--- config.mk ---
export PLATFORM = sky130hd
export DESIGN_NAME = gpio_port_register_block
export DESIGN_NICKNAME = d
export VERILOG_FILES = /design/src/gpr_pkg.sv /design/src/gpr_cmd_reg.sv /design/src/gpr_lock_ctrl.sv /design/src/gpr_regfile.sv /design/src/gpio_port_register_block.sv
export SDC_FILE = /design/constraint.sdc
export NUM_CORES = 1
export LEC_CHECK = 0
export ABC_AREA = 1
export ABC_CLOCK_PERIOD_IN_PS = 2820
export BUFFER_PORTS_ARGS = -buffer_cell sky130_fd_sc_hd__buf_2
export CORE_MARGIN = 4
export CORE_UTILIZATION = 41
export CTS_CLUSTER_DIAMETER = 100
export DETAILED_ROUTE_END_ITERATION = 16
export PLACE_DENSITY = 0.64
export SLEW_MARGIN = 10
export SYNTH_ARGS = -nofsm -noshare
export SYNTH_HDL_FRONTEND = slang
export SYNTH_SLANG_ARGS = --single-unit
--- constraint.sdc ---
create_clock -name clk -period 2.82 [get_ports clk]
set_clock_uncertainty 0.05 [all_clocks]
set_input_delay 0.141 -clock clk [delete_from_list [all_inputs] [get_ports clk]]
set_output_delay 0.141 -clock clk [all_outputs]
set_load 0.01 [all_outputs]
--- src/gpr_pkg.sv ---
`timescale 1ns / 1ps
// ----------------------------------------------------------------------------
// gpr_pkg
// Shared types and constants of the GPIO port register block.
// ----------------------------------------------------------------------------
package gpr_pkg;

    localparam int unsigned MAX_PINS = 16;

    localparam logic OP_READ  = 1'b0;
    localparam logic OP_WRITE = 1'b1;

    localparam logic [2:0] REG_CFG_LOW    = 3'd0;
    localparam logic [2:0] REG_CFG_HIGH   = 3'd1;
    localparam logic [2:0] REG_INPUT      = 3'd2;
    localparam logic [2:0] REG_OUTPUT     = 3'd3;
    localparam logic [2:0] REG_SET_RESET  = 3'd4;
    localparam logic [2:0] REG_RESET_ONLY = 3'd5;
    localparam logic [2:0] REG_LOCK       = 3'd6;

    localparam logic [31:0] CFG_RESET = 32'h4444_4444;
    localparam int unsigned KEY_BIT   = 16;

    typedef struct packed {
        logic        op;
        logic [2:0]  sel;
        logic [31:0] wdata;
        logic [15:0] levels;
    } cmd_t;

    typedef struct packed {
        logic [15:0] bits;
        logic        key;
    } lock_status_t;

endpackage

--- src/gpr_cmd_reg.sv ---
`timescale 1ns / 1ps
// ----------------------------------------------------------------------------
// gpr_cmd_reg
// Input register: captures one bus access per cycle.
// ----------------------------------------------------------------------------
module gpr_cmd_reg (
    input  logic          clk,
    input  logic          rst_n,
    input  logic          load,
    input  gpr_pkg::cmd_t cmd_in,
    output logic          cmd_valid,
    output gpr_pkg::cmd_t cmd
);

    logic          valid_reg;
    gpr_pkg::cmd_t cmd_reg;

    always_ff @(posedge clk or negedge rst_n)
    begin
        if (!rst_n)
        begin
            valid_reg <= 1'b0;
        end
        else
        begin
            valid_reg <= load;
        end
    end

    always_ff @(posedge clk)
    begin
        if (load)
        begin
            cmd_reg <= cmd_in;
        end
    end

    assign cmd_valid = valid_reg;
    assign cmd       = cmd_reg;

endmodule

--- src/gpr_lock_ctrl.sv ---
`timescale 1ns / 1ps
// ----------------------------------------------------------------------------
// gpr_lock_ctrl
// Lock register and key sequence tracker.
// ----------------------------------------------------------------------------
module gpr_lock_ctrl #(
    parameter logic [15:0] PIN_MASK = 16'hFFFF
) (
    input  logic                  clk,
    input  logic                  rst_n,
    input  logic                  cmd_valid,
    input  gpr_pkg::cmd_t         cmd,
    output gpr_pkg::lock_status_t status
);

    localparam logic [1:0] LK_IDLE  = 2'd0;
    localparam logic [1:0] LK_STEP1 = 2'd1;
    localparam logic [1:0] LK_STEP2 = 2'd2;
    localparam logic [1:0] LK_STEP3 = 2'd3;

    logic [15:0] lock_bits_reg, lock_bits_next;
    logic        lock_key_reg, lock_key_next;
    logic [1:0]  lock_step_reg, lock_step_next;
    logic [15:0] mask_seen_reg, mask_seen_next;

    always_comb
    begin
        logic [15:0] mask;
        logic        key;
        logic        same;
        mask = cmd.wdata[15:0] & PIN_MASK;
        key  = cmd.wdata[gpr_pkg::KEY_BIT];
        same = (mask == mask_seen_reg);
        lock_bits_next = lock_bits_reg;
        lock_key_next  = lock_key_reg;
        lock_step_next = lock_step_reg;
        mask_seen_next = mask_seen_reg;
        if (cmd_valid && (cmd.sel == gpr_pkg::REG_LOCK) && !lock_key_reg)
        begin
            if (cmd.op == gpr_pkg::OP_WRITE)
            begin
                lock_bits_next = mask;
                if ((lock_step_reg == LK_STEP1) && !key && same)
                begin
                    lock_step_next = LK_STEP2;
                end
                else if ((lock_step_reg == LK_STEP2) && key && same)
                begin
                    lock_step_next = LK_STEP3;
                end
                else if (key)
                begin
                    lock_step_next = LK_STEP1;
                    mask_seen_next = mask;
                end
                else
                begin
                    lock_step_next = LK_IDLE;
                end
            end
            else
            begin
                if (lock_step_reg == LK_STEP3)
                begin
                    lock_key_next = 1'b1;
                end
                lock_step_next = LK_IDLE;
            end
        end
    end

    always_ff @(posedge clk or negedge rst_n)
    begin
        if (!rst_n)
        begin
            lock_bits_reg <= '0;
            lock_key_reg  <= 1'b0;
            lock_step_reg <= LK_IDLE;
            mask_seen_reg <= '0;
        end
        else
        begin
            lock_bits_reg <= lock_bits_next;
            lock_key_reg  <= lock_key_next;
            lock_step_reg <= lock_step_next;
            mask_seen_reg <= mask_seen_next;
        end
    end

    assign status.bits = lock_bits_reg;
    assign status.key  = lock_key_reg;

endmodule

--- src/gpr_regfile.sv ---
`timescale 1ns / 1ps
// ----------------------------------------------------------------------------
// gpr_regfile
// Configuration and output data registers, read mux and result register.
// ----------------------------------------------------------------------------
module gpr_regfile #(
    parameter logic [15:0] PIN_MASK = 16'hFFFF
) (
    input  logic                  clk,
    input  logic                  rst_n,
    input  logic                  cmd_valid,
    input  gpr_pkg::cmd_t         cmd,
    input  gpr_pkg::lock_status_t lock,
    output logic                  done,
    output logic [31:0]           read_data,
    output logic [15:0]           out_data
);

    logic [31:0] cfg_low_reg, cfg_low_next;
    logic [31:0] cfg_high_reg, cfg_high_next;
    logic [15:0] out_data_reg, out_data_next;
    logic [31:0] rdata_reg, rdata_next;
    logic        done_reg;

    always_comb
    begin
        logic [15:0] wr_ok;
        logic [31:0] m_lo;
        logic [31:0] m_hi;
        wr_ok = PIN_MASK & ~({16{lock.key}} & lock.bits);
        for (int i = 0; i < 8; i++)
        begin
            m_lo[4*i +: 4] = {4{wr_ok[i]}};
            m_hi[4*i +: 4] = {4{wr_ok[i+8]}};
        end
        cfg_low_next  = cfg_low_reg;
        cfg_high_next = cfg_high_reg;
        out_data_next = out_data_reg;
        rdata_next    = '0;
        if (cmd_valid && (cmd.op == gpr_pkg::OP_WRITE))
        begin
            case (cmd.sel)
                gpr_pkg::REG_CFG_LOW:
                    cfg_low_next = (cfg_low_reg & ~m_lo) | (cmd.wdata & m_lo);
                gpr_pkg::REG_CFG_HIGH:
                    cfg_high_next = (cfg_high_reg & ~m_hi) | (cmd.wdata & m_hi);
                gpr_pkg::REG_OUTPUT:
                    out_data_next = cmd.wdata[15:0] & PIN_MASK;
                gpr_pkg::REG_SET_RESET:
                    out_data_next = ((out_data_reg & ~cmd.wdata[31:16])
                                     | cmd.wdata[15:0]) & PIN_MASK;
                gpr_pkg::REG_RESET_ONLY:
                    out_data_next = out_data_reg & ~cmd.wdata[15:0] & PIN_MASK;
                default:
                    out_data_next = out_data_reg;
            endcase
        end
        else if (cmd_valid)
        begin
            case (cmd.sel)
                gpr_pkg::REG_CFG_LOW:  rdata_next = cfg_low_reg;
                gpr_pkg::REG_CFG_HIGH: rdata_next = cfg_high_reg;
                gpr_pkg::REG_INPUT:    rdata_next = {16'd0, cmd.levels & PIN_MASK};
                gpr_pkg::REG_OUTPUT:   rdata_next = {16'd0, out_data_reg};
                gpr_pkg::REG_LOCK:     rdata_next = {15'd0, lock.key, lock.bits};
                default:               rdata_next = '0;
            endcase
        end
    end

    always_ff @(posedge clk or negedge rst_n)
    begin
        if (!rst_n)
        begin
            cfg_low_reg  <= gpr_pkg::CFG_RESET;
            cfg_high_reg <= gpr_pkg::CFG_RESET;
            out_data_reg <= '0;
            done_reg     <= 1'b0;
        end
        else
        begin
            cfg_low_reg  <= cfg_low_next;
            cfg_high_reg <= cfg_high_next;
            out_data_reg <= out_data_next;
            done_reg     <= cmd_valid;
        end
    end

    always_ff @(posedge clk)
    begin
        if (cmd_valid)
        begin
            rdata_reg <= rdata_next;
        end
    end

    assign done      = done_reg;
    assign read_data = rdata_reg;
    assign out_data  = out_data_reg;

endmodule

--- src/gpio_port_register_block.sv ---
`timescale 1ns / 1ps
// ----------------------------------------------------------------------------
// gpio_port_register_block
// 16-pin GPIO port register file with configuration lock.
//
// one bus access is an item: operation, reg_select, write_data and the
// sampled pin_levels, taken at a clock edge where start is high and busy low
// busy stays low, so a new access can be issued in every cycle
// the access is registered, executed in the next cycle, and its result
// (read_data, pin_drive, lock_active) shows for one cycle with done high,
// from the execute-stage registers, and is taken by the receiver at the
// edge that ends it; throughput one item per cycle, set by the single
// execute stage that updates the registers
// pin_drive and lock_active follow the port state after that item
// the receiver cannot stall, so done is never held
// reset: config words 0x44444444, output data and lock state cleared,
// no item in flight
// ----------------------------------------------------------------------------
module gpio_port_register_block #(
    parameter int unsigned PIN_COUNT = 16
) (
    input  logic        clk,
    input  logic        rst_n,
    input  logic        start,
    output logic        busy,
    input  logic        operation,
    input  logic [2:0]  reg_select,
    input  logic [31:0] write_data,
    input  logic [15:0] pin_levels,
    output logic        done,
    output logic [31:0] read_data,
    output logic [15:0] pin_drive,
    output logic        lock_active
);

    localparam logic [15:0] PIN_MASK = 16'((32'd1 << PIN_COUNT) - 32'd1);

    gpr_pkg::cmd_t         cmd_in;
    gpr_pkg::cmd_t         cmd;
    logic                  cmd_valid;
    gpr_pkg::lock_status_t lock;

    assign busy = 1'b0;

    assign cmd_in.op     = operation;
    assign cmd_in.sel    = reg_select;
    assign cmd_in.wdata  = write_data;
    assign cmd_in.levels = pin_levels;

    gpr_cmd_reg u_cmd_reg (
        .clk       (clk),
        .rst_n     (rst_n),
        .load      (start && !busy),
        .cmd_in    (cmd_in),
        .cmd_valid (cmd_valid),
        .cmd       (cmd)
    );

    gpr_lock_ctrl #(
        .PIN_MASK (PIN_MASK)
    ) u_lock_ctrl (
        .clk       (clk),
        .rst_n     (rst_n),
        .cmd_valid (cmd_valid),
        .cmd       (cmd),
        .status    (lock)
    );

    gpr_regfile #(
        .PIN_MASK (PIN_MASK)
    ) u_regfile (
        .clk       (clk),
        .rst_n     (rst_n),
        .cmd_valid (cmd_valid),
        .cmd       (cmd),
        .lock      (lock),
        .done      (done),
        .read_data (read_data),
        .out_data  (pin_drive)
    );

    assign lock_active = lock.key;

    // each accepted item yields a result, registered by the command and execute stages
    a_result_follows: assert property (@(posedge clk) disable iff (!rst_n)
        (start && !busy) |=> ##1 done)
        else $error("accepted item produced no result");

    a_no_spurious_result: assert property (@(posedge clk) disable iff (!rst_n)
        done |-> $past(start && !busy, 2))
        else $error("result without accepted item");

    // lock holds until reset
    a_lock_sticky: assert property (@(posedge clk) disable iff (!rst_n)
        lock_active |=> lock_active)
        else $error("lock released without reset");

    a_absent_pins_low: assert property (@(posedge clk) disable iff (!rst_n)
        (pin_drive & ~PIN_MASK) == 16'd0)
        else $error("drive on absent pin");

endmodule
==> results of run 1 <==
-- layout by cell type, fill, tap and decap left out, types with 25 or more instances in the layout --
cell type / instances
o21ai_0: 124
clkbuf_16: 25
edfxtp_1: 84
nand2_1: 262
dlygate4sd3_1: 54
inv_1: 63
buf_2: 103
nand3_1: 42
dfrtp_1: 101
nor2_1: 30
-- critical path, stage by stage, from the launching register on --
cell	delay, ns
edfxtp_1	0.44
inv_2	0.31
nor2_1	0.14
o21ai_2	0.54
inv_1	0.09
nand2_1	0.38
o21ai_0	0.16
-- cells by family after synthesis --
logic type | synth area share
simple gates | 0.169
flops | 0.665
compound gates | 0.117
buf+inv | 0.0447
xor+xnor | 0.00426
other cells | 0.000456
-- per-layer routing --
metal  share of wire  routed length (microns)
met1            0.45                     9940
met2            0.45                     9960
met3           0.070                     1540
met4           0.026                      573
met5               0                        0
-- final cells by class --
| cell class | count | area (sq um) |
|---|---|---|
| Sequential cell | 201 | 5470 |
| Multi-Input combinational cell | 531 | 2390 |
| Tap cell | 265 | 332 |
| Clock inverter | 5 | 28.8 |
| Inverter | 67 | 253 |
| Fill cell | 1786 | 9210 |
| Clock buffer | 36 | 717 |
| Timing Repair Buffer | 171 | 1190 |
-- where the power goes --
group / internal, mW / leakage [nW] / switching (mW)
logic: 0.463 / 2.01 / 0.654
registers: 3.70 / 2.29 / 0.412
clock network: 1.74 / 0.371 / 1.16
-- worst min-delay path by stage --
stage | from | to | slack, ns | depth (start not counted)
floorplan | rst_n | asynchronous set/reset pin | -0.20 | 0
global placement | rst_n | u_lock_ctrl.mask_seen_reg[1] | 0.18 | 1
global route | rst_n | u_lock_ctrl.mask_seen_reg[1] | 0.24 | 2
detailed placement | rst_n | u_lock_ctrl.mask_seen_reg[1] | 0.18 | 1
finish | rst_n | u_lock_ctrl.mask_seen_reg[1] | 0.19 | 2
CTS | rst_n | u_lock_ctrl.mask_seen_reg[1] | 0.20 | 2
==> out/metrics.csv, run 1 <==
stage,metric,value,unit
status,outcome,completed,
detailed_routing,DR WL/cell,17.3,microns
floorplanning,Starting Density,0.420,
yosys,Yosys cell types,29,
placement,"Cell Area, Placed",9090,sq um
grt,M1 GR Usage,0.289,
clocking,CTS buffer count,23,
clocking,"Clk Latency, worst-skew pair",0.50,ns
clocking,hold_buf cts,54,
setup_path,flop2flop setup slack,0.60,ns
setup_path,CP endpoint kind,register,
detailed_routing,via count,6468,
job,max_cap viols,0,
clocking,clk slew on worst S/H paths,0.06,ns
floorplanning,IO Count,106,
clocking,post_cts resized,0,
timing,final setup fails,0,
finish,share of cells above drive strength 1,0.179,
yosys,Synth top area share,0.307,
detailed_routing,# DRC,0,
clocking,Clock Path Buffers,3,
grt,largest net degree at the start of global routing,55,
floorplanning,row count,51,
setup_path,Worst Setup SP,u_cmd_reg.cmd[50],
yosys,Post-synth EDFFs,84,
yosys,synth top area cells,"dfrtp_1 31%, edfxtp_1 31%, nand2_1 12%",
placement,routability cong.,0.878,
yosys,area of the mapped netlist,8230,sq um
setup_path,Startpoint Class,register,
finish,area delta synth->final,26.1,%
clocking,Clock Sinks,201,
clocking,CTS H-tree lvls,1,
yosys,most common library cells after synthesis,"262 x nand2_1, 124 x o21ai_0, 101 x dfrtp_1",
timing,Final WS setup,0.598,ns
yosys,register bit count reported by yosys,201,
timing,fin crit period,2.22,ns
timing,final hold slack,0.190,ns
setup_path,data arrival time of the critical path,2.53,ns
grt,first-pass GRT wire length,34600,microns
placement,HPWL after DPL,14800,microns
timing,Final Hold Viols,0,
power_and_ir_drop,overall power,8.13,mW
finish,"Design Area, Final",10400,sq um
clocking,Root Buffer,clkbuf_16,
placement,placed cell count,1181,
floorplanning,full die area,22400,sq um
yosys,"count leader, synth",nand2_1,
finish,fin util,0.530,
timing,max frequency,0.450,GHz
yosys,Post-Synthesis Cells,825,
setup_path,worst reg2reg path depth,6,
yosys,syn avg cell area,9.98,sq um
setup_path,CP Class,register to register,
grt,grt total ovfl,0,
setup_path,timing endpoint of the critical path,u_regfile.out_data[12],
grt,GRT Max-Usage Layer,met2,
detailed_routing,DRT iter0 DRCs,515,
yosys,Main synth FF type,dfrtp_1,
grt,GR Layer Usage met2,0.309,
floorplanning,Die Ht,150,microns
detailed_routing,DRT Pass-1 Iters,5,
hold_path,Tightest Hold Check Type,primary input to asynchronous set/reset pin,
setup_path,reg-to-reg critical path endpoint,u_regfile.out_data[12],
yosys,ys async rst share,0.582,
timing,Setup TNS,0,ns
floorplanning,Die W,150,microns
yosys,synth warn,0,
detailed_routing,via/cell ratio,5.07,
timing,period utilisation layout,0.788,
clocking,post-CTS setup buffer count,0,
yosys,Synth area leader,dfrtp_1,
placement,DP Worst Slack,0.649,ns
finish,n_diodes,0,
timing,Max-Slew Margin vs Limit,0.520,
power_and_ir_drop,Pleak,4.67,nW
power_and_ir_drop,Power Dens Cells,783,nW/um^2
setup_path,required time worst endpoint,3.13,ns
clocking,CTS tree,built,
finish,Final nets,1050,
yosys,sequential element share of the synthesized area,0.665,
grt,GR Layer Usage met3,0.0273,
timing,max-slew violations,0,
timing,RSZ-0062 raised after global routing,false,
detailed_routing,DRT Wirelength,22000,microns
power_and_ir_drop,VDD IR max,0.000437,V
finish,"non-filler cells, final",1276,
grt,initial antenna violation count,0,
timing,Slew @ Worst Pin,0.721,ns
setup_path,r2r startpoint,u_cmd_reg.cmd[50],
detailed_routing,post-route ant nets,0,
grt,Tot GR Track Use,0.197,
floorplanning,core box area,19600,sq um
placement,buffers added on ports,104,
grt,vias in the first global route,6217,
yosys,Post-Synthesis Net Count,880,
setup_path,CP Max Fanout,18,
No activity file was read; power rests on OpenSTA's default activity.
==> run 2: changes to the inputs <==
--- a/config.mk
+++ b/config.mk
@@ -6,7 +6,7 @@
 export NUM_CORES = 1
 export LEC_CHECK = 0
 export ABC_AREA = 1
-export ABC_CLOCK_PERIOD_IN_PS = 2820
+export ABC_CLOCK_PERIOD_IN_PS = 2210
 export BUFFER_PORTS_ARGS = -buffer_cell sky130_fd_sc_hd__buf_2
 export CORE_MARGIN = 4
 export CORE_UTILIZATION = 41
==> constraint.sdc (replaced) <==
create_clock -name clk -period 2.21 [get_ports clk]
set_clock_uncertainty 0.05 [all_clocks]
set_input_delay 0.1105 -clock clk [delete_from_list [all_inputs] [get_ports clk]]
set_output_delay 0.1105 -clock clk [all_outputs]
set_load 0.01 [all_outputs]
==> run 2 against run 1 <==
  * Final cell count up 1.0%
  * Setup slack worse by 0.26 ns
  * Sequential power increased by 27%
  * Final area is 0.77% higher
  * Combinational power rose by 29%
  * Sequential share of layout area is 0.40 points lower
  * Critical path depth is 4 higher
  * Flip-flop and latch count stayed put
  * Critical endpoint is now u_lock_ctrl.mask_seen_reg[7]
  * Largest power group unchanged
  * Highest routed layer unchanged
==> out/metrics.csv, run 2 (synthesis results as in run 1) <==
stage,metric,value,unit
setup_path,flop2flop setup slack,0.34,ns
finish,n_diodes,0,
finish,"most common cell after layout, fill and taps aside",nand2_1,
floorplanning,Die Ht,150,microns
timing,final setup fails,0,
clocking,CTS H-tree lvls,1,
timing,max frequency,0.536,GHz
grt,largest net degree at the start of global routing,54,
floorplanning,Starting Density,0.420,
timing,max-slew violations,0,
finish,fin util,0.534,
finish,"non-filler cells, final",1289,
timing,Slew @ Worst Pin,0.632,ns
floorplanning,core box area,19600,sq um
placement,routability cong.,0.865,
finish,Final nets,1063,
timing,Setup TNS,0,ns
placement,HPWL after DPL,14500,microns
floorplanning,IO Count,106,
clocking,Clock Path Buffers,3,
clocking,post-CTS setup buffer count,0,
setup_path,worst-path cell chain,nor2_4 -> nand2_2 -> clkinv_2 -> nand2_2 -> nor2_4 -> nand2_4 -> nor2_8 -> nand2_4 -> nand2_1 -> nand2_1,
detailed_routing,post-route ant nets,0,
setup_path,required time worst endpoint,2.55,ns
floorplanning,row count,51,
setup_path,Worst Setup SP,u_cmd_reg.cmd[48],
detailed_routing,DRT iter0 DRCs,480,
timing,RSZ-0062 raised after global routing,false,
floorplanning,Die W,150,microns
placement,buffers added on ports,104,
grt,Tot GR Track Use,0.200,
setup_path,CP endpoint kind,register,
clocking,CTS buffer count,22,
job,max_cap viols,0,
detailed_routing,via/cell ratio,5.03,
detailed_routing,DRT Pass-1 Iters,5,
setup_path,CP Max Fanout,17,
hold_path,Tightest Hold Check Type,primary input to asynchronous set/reset pin,
power_and_ir_drop,Power Dens Cells,981,nW/um^2
finish,share of cells above drive strength 1,0.185,
setup_path,Startpoint Class,register,
grt,vias in the first global route,6334,
setup_path,r2r startpoint,u_cmd_reg.cmd[48],
setup_path,reg-to-reg critical path endpoint,u_lock_ctrl.mask_seen_reg[7],
detailed_routing,# DRC,0,
setup_path,"CP delay by family, top",simple AND/OR/NAND/NOR gates,
timing,Final Hold Viols,0,
clocking,Clock Sinks,201,
clocking,CTS tree,built,
finish,"commonest cells after routing, fill and taps aside","262 x nand2_1, 124 x o21ai_0, 103 x buf_2",
timing,period utilisation layout,0.845,
detailed_routing,via count,6488,
setup_path,worst reg2reg path depth,10,
grt,grt total ovfl,0,
detailed_routing,DRT Wirelength,21800,microns
finish,number of fillers in the final layout,1770,
setup_path,CP Class,register to register,
grt,initial antenna violation count,0,
setup_path,data arrival time of the critical path,2.20,ns
status,outcome,completed,
floorplanning,full die area,22400,sq um
power_and_ir_drop,overall power,10.3,mW
power_and_ir_drop,Pleak,4.71,nW
detailed_routing,DR WL/cell,16.9,microns
timing,fin crit period,1.87,ns
power_and_ir_drop,VDD IR max,0.000593,V
timing,Max-Slew Margin vs Limit,0.578,
clocking,hold_buf cts,54,
setup_path,Worst Path Buf+Inv,1,
clocking,post_cts resized,0,
clocking,"Clk Latency, worst-skew pair",0.50,ns
finish,area delta synth->final,27.1,%
setup_path,CP max stage delay,0.47,ns
clocking,clk slew on worst S/H paths,0.06,ns
setup_path,Critical-path top delay cell,edfxtp_1,
clocking,Root Buffer,clkbuf_16,
grt,first-pass GRT wire length,35100,microns
placement,placed cell count,1195,
run 2: final cells by class:
| class | count | area [sq um] | area share |
|---|---|---|---|
| repair buffers | 185 | 1300 | 0.125 |
| well taps | 265 | 332 | 0.0317 |
| multi-input cells | 531 | 2390 | 0.229 |
| flip-flops and latches | 201 | 5470 | 0.523 |
| clock buffers | 36 | 664 | 0.0635 |
| clock inverters | 4 | 43.8 | 0.00419 |
| inverters | 67 | 253 | 0.0242 |
run 2: where the power goes:
part | switching (mW) | internal, mW
Combinational | 0.830 | 0.609
Clock | 1.43 | 2.16
Sequential | 0.509 | 4.72
run 2: per-layer routing:
layer / vias to the layer above / global-route usage / part of all wire
met4: 0 / 0.0604 / 0.031
met5: - / 0 / 0
li1: 3123 / - / -
met2: 228 / 0.303 / 0.43
met3: 48 / 0.0348 / 0.071
met1: 3089 / 0.295 / 0.47
run 2: stage by stage:
step / hold WS (ns) / worst slack (ns) / instance area, sq um
after floorplan: -0.235 / 0.107 / 8230
after detailed placement: 0.0633 / 0.361 / 9210
after CTS: 0.0777 / 0.339 / 10500
after global placement: 0.0571 / 0.413 / 9210
after global routing: 0.116 / 0.179 / 10500
final: 0.0748 / 0.343 / 10500
run 2: worst max-delay path by stage:
| stage | cells after the start | endpoint |
|---|---|---|
| global route | 10 | u_lock_ctrl.mask_seen_reg[13] |
| detailed placement | 10 | u_lock_ctrl.mask_seen_reg[7] |
| CTS | 10 | u_lock_ctrl.mask_seen_reg[7] |
| finish | 10 | u_lock_ctrl.mask_seen_reg[7] |
| floorplan | 5 | register |
| global placement | 10 | u_lock_ctrl.mask_seen_reg[10] |
